[config.mk]
export PLATFORM = sky130hd
export DESIGN_NAME = prime_factorizer
export DESIGN_NICKNAME = d
export VERILOG_FILES = /design/src/sv/pf_pkg.sv /design/src/sv/pf_divider.sv /design/src/sv/prime_factorizer.sv
export SDC_FILE = /design/constraint.sdc
export NUM_CORES = 1
export LEC_CHECK = 0
export BUFFER_PORTS_ARGS = -buffer_cell sky130_fd_sc_hd__buf_2
export CAP_MARGIN = 20
export CORE_UTILIZATION = 37
export DETAILED_ROUTE_END_ITERATION = 16
export PLACE_DENSITY = 0.52
export SLEW_MARGIN = 20
export SYNTH_ARGS = -nofsm -noshare
export SYNTH_HDL_FRONTEND = slang
export SYNTH_SLANG_ARGS = --single-unit
export TNS_END_PERCENT = 30
[constraint.sdc]
create_clock -name aclk -period 7.3 [get_ports aclk]
set_input_delay 0.365 -clock aclk [delete_from_list [all_inputs] [get_ports aclk]]
set_output_delay 0.365 -clock aclk [all_outputs]
set_load 0.01 [all_outputs]
[src/sv/pf_pkg.sv]
// shared constants, types and sequencer states for the prime factorizer
`timescale 1ns / 1ps
`default_nettype none

package pf_pkg;

    localparam int VALUE_WIDTH = 24;
    localparam int EXP_W       = 5;
    localparam int MAX_RESULTS = 8;
    localparam int COUNT_W     = $clog2(MAX_RESULTS + 1);
    localparam int DIV_CNT_W   = $clog2(VALUE_WIDTH);

    localparam logic [EXP_W-1:0] EXP_MAX = '1;

    typedef logic [VALUE_WIDTH-1:0] pf_word_t;

    typedef struct packed {
        logic     start;
        pf_word_t dividend;
        pf_word_t divisor;
    } pf_div_req_t;

    typedef struct packed {
        logic     busy;
        logic     done;
        pf_word_t quotient;
        pf_word_t remainder;
    } pf_div_rsp_t;

    typedef enum logic [2:0] {
        S_IDLE,
        S_START,
        S_WAIT,
        S_PUSH,
        S_FINAL,
        S_FLUSH,
        S_ZERO
    } pf_state_t;

endpackage

`default_nettype wire

[src/sv/pf_divider.sv]
// restoring serial divider, one quotient bit per cycle
`timescale 1ns / 1ps
`default_nettype none

module pf_divider
    import pf_pkg::*;
(
    input  wire logic        aclk,
    input  wire logic        aresetn,
    input  wire pf_div_req_t req,
    output pf_div_rsp_t      rsp
);

    logic                 busy_reg, busy_next;
    logic                 done_reg, done_next;
    logic [DIV_CNT_W-1:0] cnt_reg, cnt_next;
    pf_word_t             part_reg, part_next;
    pf_word_t             quo_reg, quo_next;
    pf_word_t             dsor_reg, dsor_next;

    logic [VALUE_WIDTH:0] shifted;
    logic [VALUE_WIDTH:0] diff;
    logic                 ge;

    always_comb begin
        shifted = {part_reg, quo_reg[VALUE_WIDTH-1]};
        diff    = shifted - {1'b0, dsor_reg};
        ge      = (shifted >= {1'b0, dsor_reg});
    end

    always_comb begin
        busy_next = busy_reg;
        done_next = 1'b0;
        cnt_next  = cnt_reg;
        part_next = part_reg;
        quo_next  = quo_reg;
        dsor_next = dsor_reg;
        if (req.start) begin
            busy_next = 1'b1;
            cnt_next  = '0;
            part_next = '0;
            quo_next  = req.dividend;
            dsor_next = req.divisor;
        end else if (busy_reg) begin
            part_next = ge ? diff[VALUE_WIDTH-1:0] : shifted[VALUE_WIDTH-1:0];
            quo_next  = {quo_reg[VALUE_WIDTH-2:0], ge};
            cnt_next  = cnt_reg + 1'b1;
            if (cnt_reg == DIV_CNT_W'(VALUE_WIDTH - 1)) begin
                busy_next = 1'b0;
                done_next = 1'b1;
            end
        end
    end

    always_ff @(posedge aclk) begin
        if (!aresetn) begin
            busy_reg <= 1'b0;
            done_reg <= 1'b0;
            cnt_reg  <= '0;
        end else begin
            busy_reg <= busy_next;
            done_reg <= done_next;
            cnt_reg  <= cnt_next;
        end
        part_reg <= part_next;
        quo_reg  <= quo_next;
        dsor_reg <= dsor_next;
    end

    assign rsp.busy      = busy_reg;
    assign rsp.done      = done_reg;
    assign rsp.quotient  = quo_reg;
    assign rsp.remainder = part_reg;

endmodule

`default_nettype wire

[src/sv/prime_factorizer.sv]
// prime factorizer top level: trial-division sequencer, result holding and output register
//
//  channel | direction | beat contents                                   | handshake
//  s_      | in        | value                                           | s_valid / s_ready
//  m_      | out       | prime_factor, exponent, no_factors, last_factor | m_valid / m_ready
//
// each trial divisor costs one serial division plus the S_START and S_WAIT sequencing;
// a divisor that divides costs one extra division per multiplicity; 0 and 1 take no division
// s_ready is high only when the sequencer is idle; aresetn is synchronous active low
// a stalled m_ channel holds the search whenever a new factor finds both the held slot and the output full
`timescale 1ns / 1ps
`default_nettype none

module prime_factorizer
    import pf_pkg::*;
(
    input  wire logic                   aclk,
    input  wire logic                   aresetn,
    input  wire logic                   s_valid,
    output logic                        s_ready,
    input  wire logic [VALUE_WIDTH-1:0] s_value,
    output logic                        m_valid,
    input  wire logic                   m_ready,
    output logic [VALUE_WIDTH-1:0]      m_prime_factor,
    output logic [EXP_W-1:0]            m_exponent,
    output logic                        m_no_factors,
    output logic                        m_last_factor
);

    pf_state_t state_reg, state_next;

    // working values of the search
    pf_word_t           rem_reg, rem_next;
    pf_word_t           dvsr_reg, dvsr_next;
    logic [EXP_W-1:0]   mult_reg, mult_next;
    logic               inner_reg, inner_next;
    logic [COUNT_W-1:0] count_reg, count_next;

    // freshly found factor, waiting to go into the holding slot
    pf_word_t           cand_prime_reg, cand_prime_next;
    logic [EXP_W-1:0]   cand_exp_reg, cand_exp_next;
    logic               cand_final_reg, cand_final_next;

    // one factor held back until we know whether it is the last one
    pf_word_t           pend_prime_reg, pend_prime_next;
    logic [EXP_W-1:0]   pend_exp_reg, pend_exp_next;
    logic               pend_valid_reg, pend_valid_next;

    // output register
    logic               m_valid_reg, m_valid_next;
    pf_word_t           m_prime_reg, m_prime_next;
    logic [EXP_W-1:0]   m_exp_reg, m_exp_next;
    logic               m_nof_reg, m_nof_next;
    logic               m_last_reg, m_last_next;

    pf_div_req_t div_req;
    pf_div_rsp_t div_rsp;

    logic out_free;
    logic push_go;
    logic rem_zero;
    logic past_root;

    pf_divider u_div (
        .aclk    (aclk),
        .aresetn (aresetn),
        .req     (div_req),
        .rsp     (div_rsp)
    );

    assign out_free  = !m_valid_reg || m_ready;
    assign push_go   = !pend_valid_reg || out_free;
    assign rem_zero  = (div_rsp.remainder == '0);
    assign past_root = (dvsr_reg > div_rsp.quotient);

    assign div_req.start    = (state_reg == S_START);
    assign div_req.dividend = rem_reg;
    assign div_req.divisor  = dvsr_reg;

    // next state
    always_comb begin
        state_next = state_reg;
        case (state_reg)
            S_IDLE: begin
                if (s_valid) begin
                    state_next = (s_value <= pf_word_t'(1)) ? S_ZERO : S_START;
                end
            end
            S_START: state_next = S_WAIT;
            S_WAIT: begin
                if (div_rsp.done) begin
                    if (inner_reg) begin
                        state_next = rem_zero ? S_START : S_PUSH;
                    end else if (past_root) begin
                        state_next = S_FINAL;
                    end else begin
                        state_next = S_START;
                    end
                end
            end
            S_PUSH: begin
                if (push_go) begin
                    if (cand_final_reg || count_reg == COUNT_W'(MAX_RESULTS - 1)) begin
                        state_next = S_FLUSH;
                    end else begin
                        state_next = S_START;
                    end
                end
            end
            S_FINAL: begin
                if (count_reg < COUNT_W'(MAX_RESULTS) && rem_reg > pf_word_t'(1)) begin
                    state_next = S_PUSH;
                end else begin
                    state_next = S_FLUSH;
                end
            end
            S_FLUSH: begin
                if (out_free) begin
                    state_next = S_IDLE;
                end
            end
            S_ZERO: begin
                if (out_free) begin
                    state_next = S_IDLE;
                end
            end
            default: state_next = S_IDLE;
        endcase
    end

    // datapath and outputs
    always_comb begin
        rem_next        = rem_reg;
        dvsr_next       = dvsr_reg;
        mult_next       = mult_reg;
        inner_next      = inner_reg;
        count_next      = count_reg;
        cand_prime_next = cand_prime_reg;
        cand_exp_next   = cand_exp_reg;
        cand_final_next = cand_final_reg;
        pend_prime_next = pend_prime_reg;
        pend_exp_next   = pend_exp_reg;
        pend_valid_next = pend_valid_reg;
        m_valid_next    = m_valid_reg && !m_ready;
        m_prime_next    = m_prime_reg;
        m_exp_next      = m_exp_reg;
        m_nof_next      = m_nof_reg;
        m_last_next     = m_last_reg;

        case (state_reg)
            S_IDLE: begin
                if (s_valid) begin
                    rem_next        = s_value;
                    dvsr_next       = pf_word_t'(2);
                    mult_next       = '0;
                    inner_next      = 1'b0;
                    count_next      = '0;
                    pend_valid_next = 1'b0;
                end
            end
            S_WAIT: begin
                if (div_rsp.done) begin
                    if (inner_reg) begin
                        if (rem_zero) begin
                            // keep dividing this prime out
                            rem_next  = div_rsp.quotient;
                            mult_next = (mult_reg == EXP_MAX) ? EXP_MAX : mult_reg + 1'b1;
                        end else begin
                            cand_prime_next = dvsr_reg;
                            cand_exp_next   = mult_reg;
                            cand_final_next = 1'b0;
                            inner_next      = 1'b0;
                        end
                    end else if (!past_root) begin
                        if (rem_zero) begin
                            rem_next   = div_rsp.quotient;
                            mult_next  = EXP_W'(1);
                            inner_next = 1'b1;
                        end else begin
                            dvsr_next = dvsr_reg + 1'b1;
                        end
                    end
                end
            end
            S_PUSH: begin
                if (push_go) begin
                    // the held factor is known not to be last once another turns up
                    if (pend_valid_reg) begin
                        m_valid_next = 1'b1;
                        m_prime_next = pend_prime_reg;
                        m_exp_next   = pend_exp_reg;
                        m_nof_next   = 1'b0;
                        m_last_next  = 1'b0;
                    end
                    pend_prime_next = cand_prime_reg;
                    pend_exp_next   = cand_exp_reg;
                    pend_valid_next = 1'b1;
                    count_next      = count_reg + 1'b1;
                    dvsr_next       = dvsr_reg + 1'b1;
                end
            end
            S_FINAL: begin
                // leftover above one is itself prime
                cand_prime_next = rem_reg;
                cand_exp_next   = EXP_W'(1);
                cand_final_next = 1'b1;
                mult_next       = EXP_W'(1);
            end
            S_FLUSH: begin
                if (out_free) begin
                    m_valid_next    = 1'b1;
                    m_prime_next    = pend_prime_reg;
                    m_exp_next      = pend_exp_reg;
                    m_nof_next      = 1'b0;
                    m_last_next     = 1'b1;
                    pend_valid_next = 1'b0;
                end
            end
            S_ZERO: begin
                if (out_free) begin
                    m_valid_next = 1'b1;
                    m_prime_next = '0;
                    m_exp_next   = '0;
                    m_nof_next   = 1'b1;
                    m_last_next  = 1'b1;
                end
            end
            default: begin
                m_valid_next = m_valid_reg && !m_ready;
            end
        endcase
    end

    always_ff @(posedge aclk) begin
        if (!aresetn) begin
            state_reg      <= S_IDLE;
            inner_reg      <= 1'b0;
            count_reg      <= '0;
            pend_valid_reg <= 1'b0;
            m_valid_reg    <= 1'b0;
            cand_final_reg <= 1'b0;
        end else begin
            state_reg      <= state_next;
            inner_reg      <= inner_next;
            count_reg      <= count_next;
            pend_valid_reg <= pend_valid_next;
            m_valid_reg    <= m_valid_next;
            cand_final_reg <= cand_final_next;
        end
        rem_reg        <= rem_next;
        dvsr_reg       <= dvsr_next;
        mult_reg       <= mult_next;
        cand_prime_reg <= cand_prime_next;
        cand_exp_reg   <= cand_exp_next;
        pend_prime_reg <= pend_prime_next;
        pend_exp_reg   <= pend_exp_next;
        m_prime_reg    <= m_prime_next;
        m_exp_reg      <= m_exp_next;
        m_nof_reg      <= m_nof_next;
        m_last_reg     <= m_last_next;
    end

    assign s_ready        = (state_reg == S_IDLE);
    assign m_valid        = m_valid_reg;
    assign m_prime_factor = m_prime_reg;
    assign m_exponent     = m_exp_reg;
    assign m_no_factors   = m_nof_reg;
    assign m_last_factor  = m_last_reg;

    // divider is never left running once the sequencer is back to idle
    a_idle_div_quiet: assert property (@(posedge aclk) disable iff (!aresetn)
        (state_reg == S_IDLE) |-> !div_rsp.busy)
        else $error("divider busy while sequencer idle");

    // a division result only arrives while the sequencer waits for it
    a_done_in_wait: assert property (@(posedge aclk) disable iff (!aresetn)
        div_rsp.done |-> (state_reg == S_WAIT))
        else $error("division finished outside wait state");

    // the closing beat of a factored value always has a held factor to send
    a_flush_has_pend: assert property (@(posedge aclk) disable iff (!aresetn)
        (state_reg == S_FLUSH) |-> pend_valid_reg)
        else $error("flush without held factor");

    // a real factor beat carries a nonzero exponent and a prime of at least two
    a_factor_sane: assert property (@(posedge aclk) disable iff (!aresetn)
        (m_valid_reg && !m_nof_reg) |-> (m_exp_reg != '0 && m_prime_reg >= pf_word_t'(2)))
        else $error("malformed factor beat");

    // a no-factors beat is always the single closing beat
    a_nof_is_last: assert property (@(posedge aclk) disable iff (!aresetn)
        (m_valid_reg && m_nof_reg) |-> m_last_reg)
        else $error("no-factors beat without last flag");

endmodule

`default_nettype wire

* Yosys cells after proc, flatten, opt, wreduce, memory -nomap -nowiden *
Cells that the tools add are included.

word-level totals
  register bits after elaboration = 232
  bits in latches = 0
  memory bits (writable) = 0
  memory bits (read-only) = 0
  input bits = 28
  output and inout bits = 33
  logic and storage cells = 172
  memories kept = 0

cells by class
  add/subtract/negate cells = 5
  multiply operators = 0
  divide/modulo/power cells = 0
  order comparisons = 5
  equality and inequality tests = 22
  shift-type cells = 0
  multiplexer cells = 82
  bitwise logic cells = 2
  reductions and logical operators = 33

operator list
  kind                                                                               number
  24-bit two-way mux                                                                 21
  24-bit one-hot mux with 3 select lines                                             2
  24-bit one-hot mux with 2 select lines                                             2
  5-bit two-way mux                                                                  14
  5-bit one-hot mux with 3 select lines                                              2
  3-bit two-way mux                                                                  9
  25-bit by 24-bit >= comparator with 1-bit output                                   1
  24-bit by 1-bit adder with 24-bit output, second input constant                    1
  24-bit by 1-bit greater-than comparator with 1-bit output, second input constant   1
  24-bit greater-than comparator                                                     1
  24-bit by 1-bit less-or-equal comparator with 1-bit output, second input constant  1
  24-bit zero test                                                                   1
  24-bit subtractor                                                                  1
  1-bit two-way mux                                                                  20
  2-bit inequality test, second input constant                                       10
  4-bit AND reduction                                                                5
  3-bit one-hot mux with 6 select lines                                              1
  3-bit nonzero test                                                                 4
  5-bit by 1-bit adder with 5-bit output, second input constant                      2
  5-bit == test, second input constant                                               2
  5-bit one-hot mux with 2 select lines                                              1
  5-bit AND reduction                                                                2
  2-bit nonzero test                                                                 5
  3-bit == test, second input constant                                               3
  other kinds (22)                                                                   37

* Depth between registers and ports, before layout *
Gate-level depths: netlist (run 1).

  word-level depth = 6
  depth in mapped cells = 12
  depth with buffers taken out = 11

* Hierarchy *
Synthesis (run 1) repeated with hierarchy kept, for this count alone.

unflattened totals
  cell total of the unflattened synthesis = 1,020
  area total of the unflattened synthesis = 11,606.1 um2

modules (own cells, without submodules)
  module            instances  cells an instance  area each (um2)  seq. area each (um2)
  prime_factorizer  1          598                7,204.4          4,484.3
  pf_divider        1          422                4,401.7          2,062.0

* Least setup slack after synthesis (run 1) *
No wires, ideal clock.

  path kind = reg2reg
  start = register dvsr_reg[1]
  end = register rem_reg[0], enable pin
  library setup time = 0.438 ns
  arrival time = 3.470 ns
  required time = 6.862 ns
  path slack = 3.391 ns
  cell stages (with the launch flop) = 10
  path buffers = 0
  clock period less this slack = 3.909 ns
  cells stage by stage = edfxtp_1 -> ha_1 -> nor2b_1 -> o21a_1 -> o21a_1 -> o21ai_0 -> a31oi_1 -> o21ai_0 -> nor2_1 -> o21ai_0

on the way
  longest elaborated chain between the ends = 3

ends and longest elaborated chain
  what                                    line                     source
  from (decl)                             prime_factorizer.sv:34   pf_word_t dvsr_reg, dvsr_next;
  from (signal assigned)                  prime_factorizer.sv:251  dvsr_reg <= dvsr_next;
  24-bit greater-than comparator          prime_factorizer.sv:74   assign past_root = (dvsr_reg > div_rsp.quotient);
  3-bit inequality test (no source line)  --
  4-bit AND reduction (no source line)    --
  to (signal assigned)                    prime_factorizer.sv:250  rem_reg <= rem_next;
  to (decl)                               prime_factorizer.sv:33   pf_word_t rem_reg, rem_next;

No other way between the ends.
A chain may end at the register's enable or synchronous reset.

* Worst setup path in the final report (run 1) *
  start = register dvsr_reg[1]
  end = register dvsr_reg[8], enable pin

on the way
  longest elaborated chain between the ends = 3

ends and longest elaborated chain
  what                                    line
  24-bit greater-than comparator          prime_factorizer.sv:74
  2-bit inequality test (no source line)  --
  7-bit AND reduction (no source line)    --

No other way between the ends.

==> out/summary.txt, run 1 <==
status: finished, final reports clean
DRT Pass-1 Iters: 5
switching share of total power: 38.2%
Worst Hold Class: in -> reg
cts bufs inserted: 27
Internal Power: 3.48 mW
CP Max Fanout: 24
Root Driver: clkbuf_16
Worst EP required: 7460 ps
Flop pwr share: 41.0%
Post-Synthesis Cells: 1007
mux share of post-synthesis cell area: 5.38%
Initial DRC Count: 592
io pins: 61
clock sinks: 232
Tcrit/Tclk final: 43.3%
wire per inst: 18.6 microns
VDD IR max: 0.192 mV
Post-synth EDFFs: 190
syn_nets: 1088
sequential fraction of the synthesis area: 57.1%
die height: 178 microns
Max Freq: 317 MHz
die width: 178 microns
Startpoint Class: register
Finished Cell Area: 13000 sq um
CTS Buffer Depth: 3
slew of the pin with the lowest slew margin: 938 ps
fin nets: 1149
top cell type's share of synthesized area: 49.7%
htree depth: 1
critical path cell sequence: ha_1, nor2b_1, o21a_1, o21a_1, o21ai_0, a31oi_1, o21ai_0, nand2_1, a21oi_4
met3 routed WL: 1.47 mm
Setup crit end kind: register
vias in the first global route: 7413
Simple-Gate Fraction of Synth Area: 13.9%
Std-Cell Core Area: 30500 sq um
final hold vios: 0
antenna diode count: 0
Core Rows: 64
Routed WL: 27.6 mm
GRT Total Usage: 17.7%
Starting Density: 37.6%
area of the mapped netlist: 11500 sq um
Final Util: 42.6%
Synth Area in Adders: 5.85%
global route total overflow: 0
Post-CTS Setup Bufs: 0
Synth cell types: 65
cts hold-fix bufs: 0
Final setup viols: 0
clk_lat worst skew: 530 ps
DRC: 0
max-cap viol count: 0
Leak: 4.89 nW
Clock power frac: 21.8%
top-count cell post-synth: edfxtp_1
fin. max-slew vios: 0
RSZ-0062 raised after global routing: false
P_sw: 2.15 mW
PwrDens: 433 nW/um^2
initial antenna violation count: 5
Yosys top cell by area: edfxtp_1
xor/xnor share of the synthesized area: 3.44%
skew final: 11.3 ps
fraction of layout cells with a size suffix above 1: 15.5%
first-pass GRT wire length: 43.0 mm
total negative setup slack: 0 ps
Detail Placement HPWL: 19.8 mm
CTS tree: built
largest net degree at the start of global routing: 74
Clock transition at path regs: 60 ps
Synth Register Bits: 232
Synth Area per Inst: 11.4 sq um
Placed Area: 12200 sq um
Compound-Gate Fraction of Synth Area: 10.9%
Max stage delay cell, worst path: a21oi_4
crit-path leading delay family: compound AO/OA/AOI/OAI gates
kind of critical path: reg -> reg
Arrival @ worst endpoint: 3310 ps
Slew headroom: 37.0%
post-CTS sizing: 0
Syn. warnings: 0
Placer Congestion: 0.840
ranking of synthesized cells by area: edfxtp_1 (50%), dfxtp_1 (7.3%), ha_1 (5.7%)
total number of vias: 7731
highest routing layer actually used: met4
ys flop type: edfxtp_1
area delta synth->final: 13.4%
Via density: 5.21
met1 wire length: 13.1 mm
die area: 31700 sq um
combinational family with the most area after synthesis: simple AND/OR/NAND/NOR gates
post-route ant nets: 0
Comb pwr share: 37.2%
top cells by count, synth: edfxtp_1 (190), nand2_1 (81), o21ai_0 (75), nor2_1 (67), a21oi_1 (63)
Synth async-reset ratio: 0%
crit path time final: 3160 ps
IO Port Bufs: 60
slowest cell delay on critical path: 700 ps
CP Buf/Inv Count: 0
wire length on met2: 12.4 mm
final cells by class:
type	count	area, sq um
Timing Repair Buffer	70	375
Inverter	62	233
Clock buffer	33	698
Clock inverter	15	97.6
Sequential cell	232	6550
Tap cell	396	495
Multi-Input combinational cell	675	4560
Fill cell	2862	17500
path summary, 6_finish.rpt:
path,cells past startpoint,slack [ps],end,startpoint
setup / recovery,9,4140,dvsr_reg[8],dvsr_reg[1]
hold reg to reg,0,410,pend_prime_reg[23],cand_prime_reg[23]
setup reg to reg,9,4140,dvsr_reg[8],dvsr_reg[1]
hold / removal,2,140,rem_reg[0],s_value[0]
metal layers:
metal / up-vias / GRT usage [%]
li1: 3835 / -
met1: 3655 / 25.1
met2: 204 / 28.3
met3: 37 / 2.77
met4: 0 / 4.02
met5: - / 0
cell families after synthesis:
group / count (synthesis)
AOI/OAI and AO/OA: 208
adders and majority gates: 53
buffers and inverters: 100
DFF: 232
muxes: 56
and+or+nand+nor: 313
xor gates and xnor gates: 45
per-stage QoR:
step                      cells  hold slack (ps)  setup WS [ps]  power, mW
final                      1483              136           4140       5.63
after global routing       1483              123           3930       6.01
after CTS                  1483              118           3880       5.66
after detailed placement   1435              405           3900       4.41
after global placement     1435              401           4040       4.41
after floorplan            1007              400           3390       3.76
power groups by stage:
stage / Clock, mW / Combinational [mW] / Sequential (mW)
6_report: 1.23 / 2.10 / 2.31
5_1_grt: 1.31 / 2.34 / 2.36
4_1_cts: 1.26 / 2.10 / 2.31
3_5_place_dp: 0 / 2.08 / 2.33
3_3_place_gp: 0 / 2.08 / 2.33
2_1_floorplan: 0 / 1.58 / 2.18
worst reg2reg max path, stage by stage, from the launching register on:
cell and delay (ps):
edfxtp_1 510, ha_1 360, nor2b_1 130, o21a_1 160, o21a_1 160, o21ai_0 130
a31oi_1 110, o21ai_0 350, nand2_1 160, a21oi_4 700
placed cells by master, fill, tap and decap left out, types with 42 or more instances in the layout:
cell type / netlist / routed
a21oi_1: 63 / 62
buf_2: 4 / 60
dfxtp_1: 42 / 42
edfxtp_1: 190 / 190
ha_1: 52 / 52
inv_1: 61 / 60
mux2_2: 45 / 45
nand2_1: 81 / 81
nor2_1: 67 / 66
o21ai_0: 75 / 74
Power figures use the tool's default switching activity.
==> run 2, diff against run 1 <==
--- a/config.mk
+++ b/config.mk
@@ -5,6 +5,7 @@
 export SDC_FILE = /design/constraint.sdc
 export NUM_CORES = 1
 export LEC_CHECK = 0
+export ABC_AREA = 1
 export BUFFER_PORTS_ARGS = -buffer_cell sky130_fd_sc_hd__buf_2
 export CAP_MARGIN = 20
 export CORE_UTILIZATION = 37
==> constraint.sdc (replaced) <==
create_clock -name aclk -period 3.3 [get_ports aclk]
set_input_delay 0.165 -clock aclk [delete_from_list [all_inputs] [get_ports aclk]]
set_output_delay 0.165 -clock aclk [all_outputs]
set_load 0.01 [all_outputs]
==> out/summary.txt, run 2 <==
Yosys top cell by area: edfxtp_1
fraction of layout cells with a size suffix above 1: 11.1% (-4.4 points)
CTS Buffer Depth: 3 (unchanged)
CP Max Fanout: 16 (-33%)
die width: 183 microns (+2.9%)
top-count cell post-synth: nand2_1
Root Driver: clkbuf_16
max-cap viol count: 0 (unchanged)
Leak: 6.08 nW (+24%)
global route total overflow: 0 (unchanged)
initial antenna violation count: 0 (-5)
Placer Congestion: 0.885 (+5.4%)
status: finished, final reports clean
switching share of total power: 39.9% (+1.7 points)
htree depth: 1 (unchanged)
Starting Density: 37.5% (-0.12 points)
total number of vias: 9171 (+19%)
Startpoint Class: register
die area: 33600 sq um (+6.0%)
Flop pwr share: 40.9% (about the same)
Synth cell types: 48 (-26%)
final non-filler cell total: 1928 (+30%)
Comb pwr share: 36.3% (-0.9 points)
Worst EP required: 3520 ps (-3940 ps)
fin nets: 1547 (+35%)
post-CTS sizing: 0 (unchanged)
crit-path leading delay family: simple AND/OR/NAND/NOR gates
fin. max-slew vios: 0 (unchanged)
Synth Area per Inst: 8.86 sq um (-22%)
Post-synth EDFFs: 190 (unchanged)
Post-Synthesis Cells: 1373 (+36%)
total negative setup slack: 0 ps (unchanged)
Routed WL: 29.5 mm (+7.1%)
cts bufs inserted: 27 (unchanged)
IO Port Bufs: 60 (unchanged)
Slew headroom: 38.0% (+1.0 points)
Setup crit end kind: register
crit path time final: 2430 ps (-732 ps)
Max stage delay cell, worst path: edfxtp_1
Syn. warnings: 0 (unchanged)
first-pass GRT wire length: 46.7 mm (+8.6%)
GRT Total Usage: 17.7% (-0.067 points)
Clock power frac: 22.8% (+1.0 points)
die height: 183 microns (+2.9%)
leading cell type in the layout, fill and taps excluded: nand2_1
ranking of synthesized cells by area: edfxtp_1 (47%), nand2_1 (11%), inv_1 (7.2%)
largest net degree at the start of global routing: 74 (unchanged)
RSZ-0062 raised after global routing: false
Core Rows: 66 (+3.1%)
sequential fraction of the synthesis area: 53.8% (-3.2 points)
final hold vios: 0 (unchanged)
top cells by count, synth: nand2_1 (352), inv_1 (232), edfxtp_1 (190), nor2_1 (90), o21ai_0 (90)
Synth async-reset ratio: 0% (unchanged)
P_sw: 4.86 mW (+130%)
io pins: 61 (unchanged)
Detail Placement HPWL: 21.4 mm (+7.8%)
most frequent cells in the layout: nand2_1 (352), inv_1 (232), edfxtp_1 (190)
ys flop type: edfxtp_1
Initial DRC Count: 550 (-7.1%)
Tcrit/Tclk final: 73.5% (+30 points)
Via density: 4.76 (-8.8%)
Max Freq: 412 MHz (+30%)
Clock transition at path regs: 60 ps (about the same)
syn_nets: 1454 (+34%)
clk_lat worst skew: 540 ps (about the same)
slowest cell delay on critical path: 480 ps (-220 ps)
vias in the first global route: 8684 (+17%)
DP Cell Count: 1862 (+30%)
slew of the pin with the lowest slew margin: 929 ps (-9.12 ps)
antenna diode count: 0 (unchanged)
clock sinks: 232 (unchanged)
Std-Cell Core Area: 32500 sq um (+6.4%)
skew final: 13.8 ps (+2.53 ps)
CTS tree: built
VDD IR max: 0.507 mV (+160%)
Worst Hold Class: in -> reg
area delta synth->final: 15.3%
total chip power: 12.2 mW (+120%)
Synth Register Bits: 232 (unchanged)
CP Buf/Inv Count: 1 (+1)
Arrival @ worst endpoint: 2640 ps (-670 ps)
DRC: 0 (unchanged)
Internal Power: 7.33 mW (+110%)
top cell type's share of synthesized area: 46.9% (-2.8 points)
critical path cell sequence: ha_1, a21o_1, nor2_1, nand2_1, nand2_1, nand3_1, nand4_1, nand2_1, nor2_2, buf_4
wire per inst: 15.3 microns (-18%)
Final setup viols: 0 (unchanged)
PwrDens: 870 nW/um^2 (+100%)
Most common cell on crit path: nand2_1
post-route ant nets: 0 (unchanged)
DRT Pass-1 Iters: 6 (+1)
kind of critical path: reg -> reg
area of the mapped netlist: 12200 sq um (+6.0%)
## run 2: cell types whose count changed in the layout (fill, tap and decap cells not counted), moves of 16 or more
cell	delta
and2_1	-33
dlygate4sd3_1	+17
inv_1	+172
mux2_2	-45
nand2_1	+271
nand3_1	+29
nand4_1	+29
nor2_1	+21
o21ai_0	+16
## run 2: kinds of logic after synthesis
logic type | after synthesis | synth area share (%)
xor+xnor | 19 | 1.37
flops | 232 | 53.8
simple gates | 623 | 23.0
buf+inv | 269 | 8.58
fa+ha+maj | 53 | 5.51
compound gates | 177 | 7.74
## run 2: layer usage
metal / track usage [%] / routed length, microns
met1: 24.9 / 14300
met2: 28.1 / 13100
met3: 2.88 / 1420
met4: 4.60 / 673
met5: 0 / 0
## run 2: stage by stage
| stage | util, % | hold WS (ps) | setup slack (ps) | instance area [sq um] |
|---|---|---|---|---|
| after CTS | 43.2 | 0.117 | 875 | 14000 |
| after global placement | 40.2 | 402 | 881 | 13000 |
| after detailed placement | 40.2 | 405 | 892 | 13000 |
| final | 43.2 | 20.3 | 873 | 14000 |
| after floorplan | - | 291 | 458 | 12200 |
| after global routing | 43.2 | 11.9 | 701 | 14000 |
## run 2: worst paths after layout
| check | cells past startpoint | slack [ps] | startpoint | end |
|---|---|---|---|---|
| worst max-delay path | 10 | 870 | dvsr_reg[7] | rem_reg[19] |
| worst min-delay path | 3 | 20 | s_value[5] | rem_reg[5] |
| worst max register to register | 10 | 870 | dvsr_reg[7] | rem_reg[19] |
| worst min register to register | 0 | 410 | cand_prime_reg[17] | pend_prime_reg[17] |
## run 2: cell type report
| type | instances | area (sq um) |
|---|---|---|
| Fill cell | 3233 | 18400 |
| Sequential cell | 232 | 6550 |
| Multi-Input combinational cell | 872 | 4590 |
| Inverter | 237 | 890 |
| Clock buffer | 32 | 694 |
| Timing Repair Buffer | 96 | 626 |
| Tap cell | 442 | 553 |
| Clock inverter | 17 | 126 |
## run 2: repair_timing
action,in CTS,in global routing
setup buffers,0,0
hold buffers,17,0
endpoints found under the hold margin,18,0
## run 2: worst min-delay path: cells and delay by family
family	cells	cell delay, ps
buffers and inverters	2	110
AOI/OAI and AO/OA	1	170
## run 2: power by group through the flow
stage,clock network [mW],logic [mW],registers [mW]
2_1_floorplan,0,3.11,4.82
3_3_place_gp,0,4.37,5.04
3_5_place_dp,0,4.39,5.05
4_1_cts,2.86,4.44,5.00
5_1_grt,2.97,5.01,5.09
6_report,2.79,4.43,4.99
==> run 3, diff against run 2 <==
--- a/config.mk
+++ b/config.mk
@@ -10,7 +10,7 @@
 export CAP_MARGIN = 20
 export CORE_UTILIZATION = 37
 export DETAILED_ROUTE_END_ITERATION = 16
-export PLACE_DENSITY = 0.52
+export PLACE_DENSITY = 0.54
 export SLEW_MARGIN = 20
 export SYNTH_ARGS = -nofsm -noshare
 export SYNTH_HDL_FRONTEND = slang
==> constraint.sdc (replaced) <==
create_clock -name aclk -period 2.2 [get_ports aclk]
set_input_delay 0.11 -clock aclk [delete_from_list [all_inputs] [get_ports aclk]]
set_output_delay 0.11 -clock aclk [all_outputs]
set_load 0.01 [all_outputs]
==> out/summary.txt, run 3 (same netlist as run 2, synthesis figures left out) <==
largest net degree at the start of global routing: 56 (-24%)
Worst EP required: 2450 ps (-1070 ps)
leading cell type in the layout, fill and taps excluded: nand2_1
GRT Total Usage: 18.4% (+0.71 points)
total number of vias: 9627 (+5.0%)
critical path cell sequence: ha_1, a21oi_1, nand2_1, a21oi_1, nand3_2, nand4_1, nand2_2, nor2_4, buf_12
CTS tree: built
Worst R2R Path Depth: 9 (-1)
most frequent cells in the layout: nand2_1 (346), inv_1 (229), edfxtp_1 (190)
Final Util: 46.5% (+3.3 points)
VDD IR max: 0.950 mV (+87%)
first-pass GRT wire length: 48.3 mm (+3.3%)
fin. max-slew vios: 0 (unchanged)
Fillers: 3088 (-4.5%)
Worst Hold Class: in -> reg
Detail Placement HPWL: 22.8 mm (+6.7%)
Root Driver: clkbuf_16
clock sinks: 232 (unchanged)
global route total overflow: 0 (unchanged)
CP startpoint: dvsr_reg[19]
Via density: 4.78 (+0.44%)
Startpoint Class: register
Placer Congestion: 0.885 (about the same)
PwrDens: 1310 nW/um^2 (+51%)
IO Port Bufs: 60 (unchanged)
crit path time final: 2180 ps (-250 ps)
CP Max Fanout: 16 (unchanged)
CTS Buffer Depth: 3 (unchanged)
reg2reg setup slack: 20 ps (-850 ps)
Critical R2R Launch: dvsr_reg[19]
slowest cell delay on critical path: 410 ps (-70 ps)
fin nets: 1634 (+5.6%)
Final setup viols: 0 (unchanged)
Leak: 6.59 nW (+8.3%)
Setup crit end kind: register
Routed WL: 30.7 mm (+4.0%)
Most common cell on crit path: a21oi_1
DRT Pass-1 Iters: 5 (-1)
RR Endpoint: rem_reg[12]
Initial DRC Count: 683 (+24%)
met3 Resource Use GR: 2.82% (-0.060 points)
status: finished, final reports clean
Setup crit end: rem_reg[12]
io pins: 61 (unchanged)
initial antenna violation count: 0 (unchanged)
kind of critical path: reg -> reg
Starting Density: 37.5% (unchanged)
antenna diode count: 0 (unchanged)
most used routing layer: met2
Std-Cell Core Area: 32500 sq um (unchanged)
max-cap viol count: 0 (unchanged)
met1 usage: 26.3% (+1.4 points)
total chip power: 19.8 mW (+62%)
clk_lat worst skew: 540 ps (about the same)
die area: 33600 sq um (unchanged)
RSZ-0062 raised after global routing: true
die height: 183 microns (unchanged)
cts bufs inserted: 27 (unchanged)
htree depth: 1 (unchanged)
final hold vios: 0 (unchanged)
Max Freq: 459 MHz (+11%)
Arrival @ worst endpoint: 2420 ps (-220 ps)
fraction of layout cells with a size suffix above 1: 18.4% (+7.3 points)
die width: 183 microns (unchanged)
Slew headroom: 56.6% (+19 points)
DRC: 0 (unchanged)
Tcrit/Tclk final: 99.0% (+25 points)
slew of the pin with the lowest slew margin: 644 ps (-285 ps)
wire per inst: 15.2 microns (-0.46%)
Clock transition at path regs: 60 ps (about the same)
post-route ant nets: 0 (unchanged)
vias in the first global route: 9100 (+4.8%)
area delta synth->final: 24.2%
Core Rows: 66 (unchanged)
skew final: 13.2 ps (-0.641 ps)
Max stage delay cell, worst path: edfxtp_1
routing usage on met2: 29.0% (+0.87 points)
run 3: cell count changes in the layout (fill, tap and decap cells not counted), sizes merged, moves of 4 or more:
cell         previous run  this run
buf                    79       158
clkbuf                 32        38
clkinv                 13         9
dlygate4sd3            17        24
run 3: metrics by stage:
stage | setup TNS [ps] | instance area [sq um] | setup slack, ps | instances | hold slack (ps)
after floorplan | -567 | 12200 | -23.6 | 1373 | 236
after global placement | -120 | 13700 | -24.0 | 1932 | 403
after CTS | 0 | 14800 | 1.90 | 2005 | 15.7
after global routing | -3930 | 15100 | -119 | 2015 | 108
final | 0 | 15100 | 22.9 | 2015 | 58.2
after detailed placement | -167 | 13700 | -26.4 | 1932 | 405
run 3: cell type report:
| class | instances | area (sq um) | share of cell area (%) |
|---|---|---|---|
| clock inverter | 12 | 75.1 | 0.497 |
| tap | 442 | 553 | 3.66 |
| sequential | 232 | 6550 | 43.3 |
| multi-input combinational | 872 | 4830 | 32.0 |
| timing repair buffer | 183 | 1450 | 9.57 |
| inverter | 237 | 890 | 5.89 |
| clock buffer | 37 | 758 | 5.02 |
run 3: per-layer routing:
layer  share of wire (%)  vias up
met2                  45      233
li1                    -     4913
met1                  48     4436
met3                 5.0       45
met5                   0        -
met4                 2.3        0
run 3: worst min-delay path by stage:
stage / slack, ps / cells after the start / endpoint / start
after floorplan: 240 / 2 / inner_reg / aresetn
after global placement: 400 / 0 / pend_exp_reg[0] / cand_exp_reg[0]
after detailed placement: 400 / 0 / pend_exp_reg[1] / cand_exp_reg[1]
after CTS: 20 / 3 / rem_reg[15] / s_value[15]
after global routing: 110 / 3 / rem_reg[15] / s_value[15]
final: 60 / 3 / rem_reg[15] / s_value[15]
run 3: where the power goes:
part           switching [mW]  internal, mW
Combinational            5.25          3.09
Sequential              0.706          6.54
Clock                    1.77          2.41
run 3: timing repair:
action                     4_1_cts  5_1_grt
gates resized for setup          6       54
setup endpoints to repair       25       84
hold endpoints to repair        27        0
cloned                           0        1
pin swaps                        0       13
buffers inserted                 0        9
hold buffers                    24        0
run 3: worst max-delay path: cells and delay by family, from the launching register on:
family                     cells  cell delay [ps]
DFF                            1              410
and+or+nand+nor                5              610
adders and majority gates      1              350
buffers and inverters          1              170
AOI/OAI and AO/OA              2              340
